`src/rtl/npsjf_pkg.sv`:
```
// Shared constants and controller/datapath interface types for the SJF scheduler.
package npsjf_pkg;

  localparam int MaxJobs = 16;
  localparam int SlotW   = $clog2(MaxJobs);
  localparam int CntW    = SlotW + 1;
  localparam int TimeW   = 16;

  localparam logic [TimeW-1:0] TimeMax = {TimeW{1'b1}};

  localparam logic ReqLoad = 1'b0;
  localparam logic ReqTick = 1'b1;

  typedef struct packed {
    logic accept;
    logic load_wr;
    logic tick_chk;
    logic scan_step;
    logic take_pick;
    logic run_rd;
    logic run_wr;
    logic idle_adv;
  } dp_cmd_t;

  typedef struct packed {
    logic eff_busy;
    logic scan_end;
    logic found;
  } dp_stat_t;

endpackage

```
`src/rtl/npsjf_ctrl.sv`:
```
// Controller state machine: sequences load, scan, and run steps of one transaction.
module npsjf_ctrl (
  input  logic                clk_i,
  input  logic                rst_ni,
  input  logic                start,
  input  logic                req_type_i,
  input  npsjf_pkg::dp_stat_t stat_i,
  output npsjf_pkg::dp_cmd_t  cmd_o,
  output logic                busy,
  output logic                result_valid_o
);

  localparam logic [2:0] StIdle    = 3'd0;
  localparam logic [2:0] StLoad    = 3'd1;
  localparam logic [2:0] StChk     = 3'd2;
  localparam logic [2:0] StScan    = 3'd3;
  localparam logic [2:0] StScanEnd = 3'd4;
  localparam logic [2:0] StRunRd   = 3'd5;
  localparam logic [2:0] StRunWr   = 3'd6;

  logic [2:0] state_q, state_d;
  logic       strobe_q, strobe_d;

  always_comb begin
    state_d  = state_q;
    strobe_d = 1'b0;
    cmd_o    = '0;
    unique case (state_q)
      StIdle: begin
        if (start) begin
          cmd_o.accept = 1'b1;
          state_d = (req_type_i == npsjf_pkg::ReqTick) ? StChk : StLoad;
        end
      end
      StLoad: begin
        cmd_o.load_wr = 1'b1;
        strobe_d      = 1'b1;
        state_d       = StIdle;
      end
      StChk: begin
        cmd_o.tick_chk = 1'b1;
        state_d = stat_i.eff_busy ? StRunRd : StScan;
      end
      StScan: begin
        cmd_o.scan_step = 1'b1;
        if (stat_i.scan_end) state_d = StScanEnd;
      end
      StScanEnd: begin
        if (stat_i.found) begin
          cmd_o.take_pick = 1'b1;
          state_d         = StRunRd;
        end else begin
          cmd_o.idle_adv = 1'b1;
          strobe_d       = 1'b1;
          state_d        = StIdle;
        end
      end
      StRunRd: begin
        cmd_o.run_rd = 1'b1;
        state_d      = StRunWr;
      end
      StRunWr: begin
        cmd_o.run_wr = 1'b1;
        strobe_d     = 1'b1;
        state_d      = StIdle;
      end
      default: state_d = StIdle;
    endcase
  end

  always_ff @(posedge clk_i or negedge rst_ni) begin
    if (!rst_ni) begin
      state_q  <= StIdle;
      strobe_q <= 1'b0;
    end else begin
      state_q  <= state_d;
      strobe_q <= strobe_d;
    end
  end

  assign busy           = (state_q != StIdle);
  assign result_valid_o = strobe_q;

`ifndef ASSERT_OFF
  a_strobe_after_work: assert property (@(posedge clk_i) disable iff (!rst_ni)
    strobe_q |-> $past(state_q) != StIdle)
    else $error("result strobe without a transaction in progress");

  a_accept_leaves_idle: assert property (@(posedge clk_i) disable iff (!rst_ni)
    (state_q == StIdle && start) |=> state_q != StIdle)
    else $error("accepted transaction did not leave idle");
`endif

endmodule

```
`src/rtl/npsjf_datapath.sv`:
```
// Datapath: job tables, minimum search, run counter, time and result registers.
module npsjf_datapath (
  input  logic                                 clk_i,
  input  logic                                 rst_ni,
  input  npsjf_pkg::dp_cmd_t                   cmd_i,
  output npsjf_pkg::dp_stat_t                  stat_o,
  input  logic                                 job_count_we_i,
  input  logic [npsjf_pkg::CntW-1:0]           job_count_i,
  input  logic [npsjf_pkg::SlotW-1:0]          job_slot_i,
  input  logic [npsjf_pkg::TimeW-1:0]          arrival_time_i,
  input  logic [15:0]                          run_length_i,
  output logic [npsjf_pkg::SlotW-1:0]          running_job_o,
  output logic                                 running_valid_o,
  output logic                                 job_done_o,
  output logic                                 all_done_o,
  output logic [npsjf_pkg::TimeW-1:0]          now_time_o
);

  localparam int SW = npsjf_pkg::SlotW;
  localparam int CW = npsjf_pkg::CntW;
  localparam int TW = npsjf_pkg::TimeW;
  localparam int NJ = npsjf_pkg::MaxJobs;

  logic [TW-1:0] arr_mem [NJ];
  logic [15:0]   rem_mem [NJ];
  logic [TW-1:0] arr_rd_q;
  logic [15:0]   rem_rd_q;

  logic [SW-1:0] slot_q;
  logic [TW-1:0] arr_q;
  logic [15:0]   len_q;

  logic [NJ-1:0] nz_q, nz_d;
  logic [CW-1:0] count_q;
  logic [CW-1:0] used;
  logic [CW-1:0] idx_q, idx_d;
  logic          p_vld_q, p_vld_d;
  logic [SW-1:0] p_idx_q;
  logic [SW-1:0] best_q, best_d;
  logic [15:0]   best_len_q, best_len_d;
  logic          found_q, found_d;
  logic [SW-1:0] cur_q, cur_d;
  logic          busy_q, busy_d;
  logic [TW-1:0] clock_q, clock_d;
  logic [SW-1:0] res_job_q, res_job_d;
  logic          res_ran_q, res_ran_d;
  logic          res_done_q, res_done_d;

  logic [SW-1:0] rd_addr;
  logic          elig, better, pending;
  logic [15:0]   rem_new;
  logic [TW-1:0] clock_inc;

  assign used    = (count_q > CW'(NJ)) ? CW'(NJ) : count_q;
  assign rd_addr = cmd_i.run_rd ? cur_q : idx_q[SW-1:0];
  assign rem_new = rem_rd_q - 16'd1;
  assign clock_inc = (clock_q != npsjf_pkg::TimeMax) ? clock_q + 1'b1 : clock_q;

  assign elig   = p_vld_q && nz_q[p_idx_q] && (arr_rd_q <= clock_q);
  assign better = elig && (!found_q || rem_rd_q < best_len_q);

  always_comb begin
    pending = 1'b0;
    for (int i = 0; i < NJ; i++) begin
      if (CW'(i) < used && nz_q[i]) pending = 1'b1;
    end
  end

  always_ff @(posedge clk_i) begin
    if (cmd_i.load_wr) begin
      arr_mem[slot_q] <= arr_q;
      rem_mem[slot_q] <= len_q;
    end else if (cmd_i.run_wr) begin
      rem_mem[cur_q] <= rem_new;
    end
    arr_rd_q <= arr_mem[rd_addr];
    rem_rd_q <= rem_mem[rd_addr];
  end

  always_ff @(posedge clk_i) begin
    if (cmd_i.accept) begin
      slot_q <= job_slot_i;
      arr_q  <= arrival_time_i;
      len_q  <= run_length_i;
    end
    p_idx_q <= idx_q[SW-1:0];
  end

  always_comb begin
    nz_d       = nz_q;
    idx_d      = idx_q;
    p_vld_d    = 1'b0;
    best_d     = best_q;
    best_len_d = best_len_q;
    found_d    = found_q;
    cur_d      = cur_q;
    busy_d     = busy_q;
    clock_d    = clock_q;
    res_job_d  = res_job_q;
    res_ran_d  = res_ran_q;
    res_done_d = res_done_q;

    if (cmd_i.accept) begin
      res_job_d  = '0;
      res_ran_d  = 1'b0;
      res_done_d = 1'b0;
    end
    if (cmd_i.load_wr) begin
      nz_d[slot_q] = (len_q != 16'd0);
    end
    if (cmd_i.tick_chk) begin
      busy_d  = busy_q && nz_q[cur_q];
      idx_d   = '0;
      found_d = 1'b0;
    end
    if (cmd_i.scan_step && idx_q < used) begin
      p_vld_d = 1'b1;
      idx_d   = idx_q + 1'b1;
    end
    if (better) begin
      found_d    = 1'b1;
      best_d     = p_idx_q;
      best_len_d = rem_rd_q;
    end
    if (cmd_i.take_pick) begin
      busy_d = 1'b1;
      cur_d  = best_q;
    end
    if (cmd_i.run_wr) begin
      nz_d[cur_q] = (rem_new != 16'd0);
      busy_d      = (rem_new != 16'd0);
      res_job_d   = cur_q;
      res_ran_d   = 1'b1;
      res_done_d  = (rem_new == 16'd0);
      clock_d     = clock_inc;
    end
    if (cmd_i.idle_adv && pending) begin
      clock_d = clock_inc;
    end
  end

  always_ff @(posedge clk_i or negedge rst_ni) begin
    if (!rst_ni) begin
      nz_q       <= '0;
      count_q    <= '0;
      idx_q      <= '0;
      p_vld_q    <= 1'b0;
      best_q     <= '0;
      best_len_q <= '0;
      found_q    <= 1'b0;
      cur_q      <= '0;
      busy_q     <= 1'b0;
      clock_q    <= '0;
      res_job_q  <= '0;
      res_ran_q  <= 1'b0;
      res_done_q <= 1'b0;
    end else begin
      nz_q       <= nz_d;
      if (job_count_we_i) count_q <= job_count_i;
      idx_q      <= idx_d;
      p_vld_q    <= p_vld_d;
      best_q     <= best_d;
      best_len_q <= best_len_d;
      found_q    <= found_d;
      cur_q      <= cur_d;
      busy_q     <= busy_d;
      clock_q    <= clock_d;
      res_job_q  <= res_job_d;
      res_ran_q  <= res_ran_d;
      res_done_q <= res_done_d;
    end
  end

  assign stat_o.eff_busy = busy_q && nz_q[cur_q];
  assign stat_o.scan_end = (idx_q >= used);
  assign stat_o.found    = found_q;

  assign running_job_o   = res_job_q;
  assign running_valid_o = res_ran_q;
  assign job_done_o      = res_done_q;
  assign all_done_o      = !pending;
  assign now_time_o      = clock_q;

`ifndef ASSERT_OFF
  a_run_has_work: assert property (@(posedge clk_i) disable iff (!rst_ni)
    cmd_i.run_wr |-> nz_q[cur_q] && busy_q)
    else $error("run step on a finished or inactive job");

  a_pick_is_live: assert property (@(posedge clk_i) disable iff (!rst_ni)
    cmd_i.take_pick |-> found_q && nz_q[best_q])
    else $error("picked slot has no remaining work");
`endif

endmodule

```
`src/rtl/nonpreemptive_sjf_scheduler_top.sv`:
```
// Top level of the non-preemptive shortest-job-first scheduler.
// Usage:
//   Input transactions are accepted at a rising edge with start high and busy
//   low. req_type_i = 0 loads job_slot_i with arrival_time_i and run_length_i;
//   req_type_i = 1 runs one tick, advancing time (saturating at TimeMax) unless all jobs are done.
//   Every transaction yields one result, shown for exactly one cycle with
//   result_valid_o high. The receiver cannot stall; results are never held.
//   job_count_we_i writes job_count_i (slots in use); the user must write it
//   only while the block is idle, which the block itself does not enforce.
// Steps: a load writes the slot. A tick with a job already running reads and
//   decrements its remaining length. Otherwise the tick scans the used slots
//   (job_count capped at 16), one slot per cycle through the job table read
//   port, then runs the shortest eligible job or, with none eligible, advances
//   time while jobs remain. busy is low in the strobe cycle, so the next
//   transaction may be accepted at the edge that ends it.
// Reset: asynchronous, active low; clears time, job_count, the running job
//   and every job's pending flag. Arrival times and remaining lengths are unknown until loaded.
module nonpreemptive_sjf_scheduler_top (
  input  logic                          clk_i,
  input  logic                          rst_ni,
  input  logic                          start,
  output logic                          busy,
  input  logic                          job_count_we_i,
  input  logic [npsjf_pkg::CntW-1:0]    job_count_i,
  input  logic                          req_type_i,
  input  logic [npsjf_pkg::SlotW-1:0]   job_slot_i,
  input  logic [npsjf_pkg::TimeW-1:0]   arrival_time_i,
  input  logic [15:0]                   run_length_i,
  output logic                          result_valid_o,
  output logic [npsjf_pkg::SlotW-1:0]   running_job_o,
  output logic                          running_valid_o,
  output logic                          job_done_o,
  output logic                          all_done_o,
  output logic [npsjf_pkg::TimeW-1:0]   now_time_o
);

  npsjf_pkg::dp_cmd_t  cmd;
  npsjf_pkg::dp_stat_t stat;

  npsjf_ctrl u_ctrl (
    .clk_i          (clk_i),
    .rst_ni         (rst_ni),
    .start          (start),
    .req_type_i     (req_type_i),
    .stat_i         (stat),
    .cmd_o          (cmd),
    .busy           (busy),
    .result_valid_o (result_valid_o)
  );

  npsjf_datapath u_dp (
    .clk_i           (clk_i),
    .rst_ni          (rst_ni),
    .cmd_i           (cmd),
    .stat_o          (stat),
    .job_count_we_i  (job_count_we_i),
    .job_count_i     (job_count_i),
    .job_slot_i      (job_slot_i),
    .arrival_time_i  (arrival_time_i),
    .run_length_i    (run_length_i),
    .running_job_o   (running_job_o),
    .running_valid_o (running_valid_o),
    .job_done_o      (job_done_o),
    .all_done_o      (all_done_o),
    .now_time_o      (now_time_o)
  );

endmodule

```
`config.mk`:
```
export PLATFORM = sky130hd
export DESIGN_NAME = nonpreemptive_sjf_scheduler_top
export DESIGN_NICKNAME = d
export VERILOG_FILES = /design/src/rtl/npsjf_pkg.sv /design/src/rtl/npsjf_ctrl.sv /design/src/rtl/npsjf_datapath.sv /design/src/rtl/nonpreemptive_sjf_scheduler_top.sv
export SDC_FILE = /design/constraint.sdc
export NUM_CORES = 1
export LEC_CHECK = 0
export ABC_CLOCK_PERIOD_IN_PS = 3100
export BUFFER_PORTS_ARGS = -buffer_cell sky130_fd_sc_hd__buf_2
export CAP_MARGIN = 20
export CORE_ASPECT_RATIO = 0.75
export CORE_MARGIN = 5
export CORE_UTILIZATION = 47
export DETAILED_ROUTE_END_ITERATION = 8
export GPL_ROUTABILITY_DRIVEN = 0
export PLACE_DENSITY = 0.71
export SLEW_MARGIN = 20
export SYNTH_ARGS = -nofsm -noshare
export SYNTH_HDL_FRONTEND = slang
export SYNTH_HIERARCHICAL = 1
export SYNTH_SLANG_ARGS = --single-unit
```
`constraint.sdc`:
```
create_clock -name clk_i -period 3.1 [get_ports clk_i]
set_clock_uncertainty 0.2 [all_clocks]
set_input_delay 0.31 -clock clk_i [delete_from_list [all_inputs] [get_ports clk_i]]
set_output_delay 0.31 -clock clk_i [all_outputs]
set_load 0.02 [all_outputs]
```
# --- After elaboration in Yosys (flattened, before gate mapping) ---
# Memory sizes are Yosys's and may differ from the RTL's. A register that Yosys moved wholly into a read port is not among the register bits.
# Cells that the tools add are included.
op_classes:
  n_addsub: 3
  magnitude_cmp: 26
  n_eq_ne: 9
  mux: 72
  reduce_logical: 40
op_table:
  columns: ["op", "n"]
  rows:
  - ["$mux 16", 6]
  - ["$mux 1", 46]
  - ["$lt 4x5->1 const A", 8]
  - ["$bwmux 16", 2]
  - ["$reduce_bool 16->1", 2]
  - ["$logic_and 1x1->1", 24]
  - ["$lt 3x5->1 const A", 4]
  - ["$add 16x1->16 const B", 1]
  - ["$le 16x16->1", 1]
  - ["$logic_not 16->1", 1]
  - ["$lt 16x16->1", 1]
  - ["$mux 4", 4]
  - ["$ne 16x16->1 const B", 1]
  - ["$reduce_or 16->1", 1]
  - ["$sub 16x1->16 const B", 1]
  - ["$lt 4x5->1 const B", 3]
  - ["$mux 5", 3]
  - ["$pmux 3 s5", 1]
  - ["$mux 3", 4]
  - ["$lt 1x5->1 const A", 2]
  - ["$lt 2x5->1 const A", 2]
  - ["$eq 3x3->1 const B", 3]
  - ["$bmux 1 s4", 2]
  - ["$demux 1 s4", 2]
  - ["other kinds (17)", 25]
word_totals:
  reg_bits: 119
  mem_bits_rw: 512
  wordCells: 171
  n_memories: 2
memory_table:
  columns: ["memory", "depth", "word_bits", "read_ports", "rd_clocked_by_memory_dff", "write_ports", "line", "rtl"]
  rows:
  - ["u_dp.arr_mem", 16, 16, 1, 1, 1, "npsjf_datapath.sv:24", "logic [TW-1:0] arr_mem [NJ];"]
  - ["u_dp.rem_mem", 16, 16, 1, 1, 1, "npsjf_datapath.sv:25", "logic [15:0] rem_mem [NJ];"]

# --- Longest topological paths before layout ---
depth:
  word_depth: 22
  ltp_mapped: 11

# --- Cells and area by module ---
# Netlist, hierarchy kept.
by_module_without_submodules:
  columns: ["module", "instances", "cells_per_inst", "area_per_inst_um2", "seq_area_each_um2"]
  rows:
  - ["npsjf_datapath", 1, 1545, 26839.5, 19053.3]
  - ["npsjf_ctrl", 1, 31, 287.8, 100.1]

# --- Worst setup path before layout ---
# Ideal clock, no wire load.
synth_timing:
  path_kind: "reg2reg"
  startpoint: "reg u_ctrl.state_q[2]"
  endpoint: "reg u_dp.nz_q[8]"
  arrival_ns: 2.847
  t_required_ns: 2.769
  path_slack_ns: -0.078
  stages_incl_launch_ff: 9
  path_buffers: 2
  path_cell_list: "dfrtp_1 buf_4 nor3b_1 clkbuf_1 nand3b_1 nor3_1 nand2b_1 o211ai_1 o21ai_0"
synth_rtl:
  columns: ["item", "line", "rtl"]
  rows:
  - ["start: declaration", "npsjf_ctrl.sv:21", "logic [2:0] state_q, state_d;"]
  - ["start signal: assignment", "npsjf_ctrl.sv:73", "state_q <= StIdle;"]
  - ["start signal: assignment", "npsjf_ctrl.sv:76", "state_q <= state_d;"]
  - ["end signal: assignment", "npsjf_datapath.sv:158", "nz_q <= nz_d;"]
  - ["end: declaration", "npsjf_datapath.sv:33", "logic [NJ-1:0] nz_q, nz_d;"]

==> flow_summary_export.csv <==
group,metric,value,unit
run_status,outcome,"complete, no violations",
clock_tree,root_buffer,"clkbuf_16",
worst_setup_path,critPathKind,"reg2reg",
routing,wire_per_inst,24.8,um
synth,avgSynthCellArea,17.2,sq um
global_route,grtUsageMet3,5.24,%
power_and_ir_drop,p_leak,11.3,nW
synth,synth_cell_types,66,
floorplan,die_x,287,um
synth,synth-edff-count,548,
layout,design_area,32400,sq um
layout,area_delta_synth_final,19.4,%
power_and_ir_drop,intPower,19.1,mW
global_route,grt_pass1_vias,15900,
routing,ant_nets,0,
power_and_ir_drop,seq_power_share,45.1,%
timing,tightest_slew,0.926,ns
clock_tree,clock_latency,0.62,ns
floorplan,die-area,62700,sq um
synth,ys_ff_latch,663,
layout,finalNonFillerCells,2667,
layout,diodes,0,
power_and_ir_drop,p_sw_share,28.8,%
routing,finalWirelength,66.2,mm
floorplan,fp-row-count,76,
worst_setup_path,cp.required,3.31,ns
layout,layout-drive-gt1-share,28.0,%
synth,synth.most_common_cell,"edfxtp_1",
global_route,use_met2,32.2,%
synth,async_flop_share,11.9,%
global_route,gr-usage-all-layers,21.4,%
worst_setup_path,critPathLaunchType,"flip-flop",
timing,slew_viol_final,0,
global_route,grt_busiest_layer,"met2",
timing,setup_tns,0,ns
clock_tree,numCtsBuffers,67,
global_route,overflow,0,
routing,firstDrtPassIters,5,
clock_tree,clkTransAtPathRegs,0.06,ns
floorplan,core_area,57200,sq um
min_path,min_path_type,"in2async",
global_route,antenna_found_initial,2,
worst_setup_path,crit_path_end_kind,"flip-flop",
flow_run,maxCapViolations,0,
layout,nFillCells,4300,
floorplan,io_pins,71,
timing,period_share,96.2,%
synth,netlist_instances,1576,
power_and_ir_drop,vdd.ir_drop.worst,0.382,mV
clock_tree,cts_tree,"yes",
global_route,grt_pass1_wl,100,mm
timing,max_freq,0.335,GHz
floorplan,fp.dieH,218,um
clock_tree,htreeDepth,3,
power_and_ir_drop,combinationalPowerShare,24.0,%
clock_tree,cts.sinks,663,
clock_tree,cts_max_path_buffers,3,
synth,ys.warnings.count,6,
place,numPlacedInstances,2484,
routing,via_per_inst,5.91,
global_route,met1_usage,31.9,%
synth,synth_nets,1662,
routing,routed-via-count,15800,
power_and_ir_drop,p_switching,7.72,mW
power_and_ir_drop,p_clk_share,30.9,%
synth,yosys-top-cells-count,"548 x edfxtp_1, 135 x mux4_2, 118 x nand2_1, 79 x dfrtp_1, 63 x nor2_1",
place,hpwlAfterDp,41.2,mm
worst_setup_path,worstPathArrival,3.19,ns
timing,setup_violations,0,
floorplan,initial_core_util,47.4,%
power_and_ir_drop,power.total,26.8,mW
worst_setup_path,cp_max_fo,13,
routing,drc,0,
place,io_buffers,70,
timing,finalHoldViolCount,0,
synth,synthFlopType,"edfxtp_1",
timing,min_period,2.98,ns
global_route,grt_max_degree,80,
synth,synth_area_leaders,"edfxtp_1 61%, mux4_2 11%, dfrtp_1 7.3%",
synth,yosysSeqAreaShare,70.6,%
routing,drt_iter0_drc,1643,
timing,rsz0062_at_grt,"false",
synth,yosys.area.top_type,"edfxtp_1",
power_and_ir_drop,powerDensity,829,nW/um^2
timing,max_slew_margin,37.9,%
layout,fin_nets,1921,
synth,synth_top_area_share,60.7,%
place,place_area,29500,sq um
synth,netlist_area,27100,sq um
-- metal layers --
layer	routed length [um]	part of all wire, %
met1	27900	42
met2	30000	45
met3	7050	11
met4	1230	1.9
met5	0	0
-- layout make-up --
cell class	count	area, sq um	share of cell area (%)
Inverter	46	173	0.533
Timing Repair Buffer	269	2230	6.89
Multi-Input combinational cell	788	7600	23.5
Tap cell	780	976	3.01
Clock inverter	29	403	1.24
Sequential cell	663	19200	59.2
Clock buffer	92	1840	5.69
-- registers in the layout, indices dropped and copies added (netlist names), 3 cells and up --
signal / count
u_ctrl/state_q: 3
u_dp/arr_mem: 256
u_dp/arr_q: 16
u_dp/arr_rd_q: 16
u_dp/best_len_q: 16
u_dp/best_q: 4
u_dp/count_q: 5
u_dp/cur_q: 4
u_dp/idx_q: 5
u_dp/len_q: 16
u_dp/now_time_o: 16
u_dp/nz_q: 16
u_dp/p_idx_q: 4
u_dp/rem_mem: 256
u_dp/rem_rd_q: 16
u_dp/running_job_o: 4
u_dp/slot_q: 4
-- logic make-up (layout without fill, tap and decap cells) --
kind of cell             Yosys count  count (layout)  share of synthesized area, %
flip-flops                       663             663                          70.6
buffers and inverters            125             436                          2.10
AND/OR/NAND/NOR                  346             346                          6.27
AO/OA/AOI/OAI                    180             180                          4.33
XOR/XNOR                          29              29                         0.936
multiplexers                     193             193                          13.9
adder cells (fa/ha/maj)           40              40                          1.84
-- final timing paths --
check                      cells past startpoint  slack [ns]                         endpoint                     startpoint
setup / recovery                              10        0.12         u_dp/arr_rd_q[7]$_DFF_P_  u_ctrl/state_q[1]$_DFFE_PN0P_
hold reg to reg                                0        0.28          u_dp/p_idx_q[3]$_DFF_P_      u_dp/idx_q[3]$_DFFE_PN0P_
hold / removal                                 2        0.12  u_dp/now_time_o[15]$_DFFE_PN0P_                         rst_ni
setup reg to reg                              10        0.12         u_dp/arr_rd_q[7]$_DFF_P_  u_ctrl/state_q[1]$_DFFE_PN0P_
min in group clk_i                             2        0.20         u_dp/len_q[10]$_DFFE_PP_               run_length_i[10]
max in group asynchronous                      2        2.04   u_dp/best_len_q[8]$_DFFE_PN0P_                         rst_ni
-- power groups by stage --
stage                     combinational [mW]  sequential (mW)  clock, mW
after floorplan                         4.14             11.8          0
after global placement                  6.00             12.2          0
after detailed placement                6.20             12.2          0
after CTS                               6.28             12.1       8.41
after global routing                    6.99             12.2       8.83
final                                   6.44             12.1       8.28
-- worst max-delay path: stages, from the launching register on --
cell      delay [ns]
dfrtp_1         0.38
inv_1           0.16
and3_2          0.28
buf_4           0.20
mux2i_4         0.35
buf_12          0.22
buf_4           0.18
mux4_2          0.28
and2_1          0.17
a211oi_2        0.22
a31oi_2         0.13
-- timing repair --
| action | in CTS | in global routing |
|---|---|---|
| gates resized for setup | 0 | 5 |
| hold buffers | 50 | 0 |
| buffers inserted | 0 | 11 |
| endpoints found under the hold margin | 121 | 0 |
| endpoints found under the setup margin | 0 | 12 |
-- stage by stage --
stage               util, %  setup slack, ns  hold slack [ns]
floorplan                 -            0.109           -0.186
global placement       51.5           0.0806            0.249
detailed placement     51.5            0.101            0.254
CTS                    56.3           0.0666            0.170
global route           56.6         0.000693            0.175
finish                 56.6            0.119            0.123
-- cell usage in the layout (no fill, tap or decap), types with 8 or more instances in the layout --
cell | netlist | final
o21ai_0 | 37 | 35
mux2_4 | 18 | 18
mux2_2 | 13 | 13
nor4_1 | 13 | 13
nor2_1 | 63 | 35
ha_1 | 40 | 40
nand2_1 | 118 | 118
dlygate4sd3_1 | 0 | 50
edfxtp_1 | 548 | 548
a31oi_1 | 39 | 36
nand4_1 | 12 | 12
a211oi_1 | 37 | 36
mux4_2 | 135 | 135
bufinv_16 | 0 | 9
clkbuf_16 | 0 | 71
and2_1 | 34 | 34
clkinv_1 | 1 | 8
a21oi_1 | 23 | 23
dfxtp_1 | 36 | 36
clkbuf_1 | 44 | 20
mux2i_1 | 24 | 21
nor2_2 | 0 | 28
nor2b_1 | 10 | 10
buf_4 | 10 | 130
inv_1 | 45 | 45
nand3_1 | 27 | 27
buf_12 | 0 | 16
nor3_1 | 21 | 17
nand2b_1 | 14 | 14
dfrtp_1 | 79 | 79
xnor2_1 | 26 | 26
o211ai_1 | 9 | 9
clkinv_2 | 0 | 8
buf_2 | 14 | 69
Note: power is estimated with default switching activity, not from simulation.
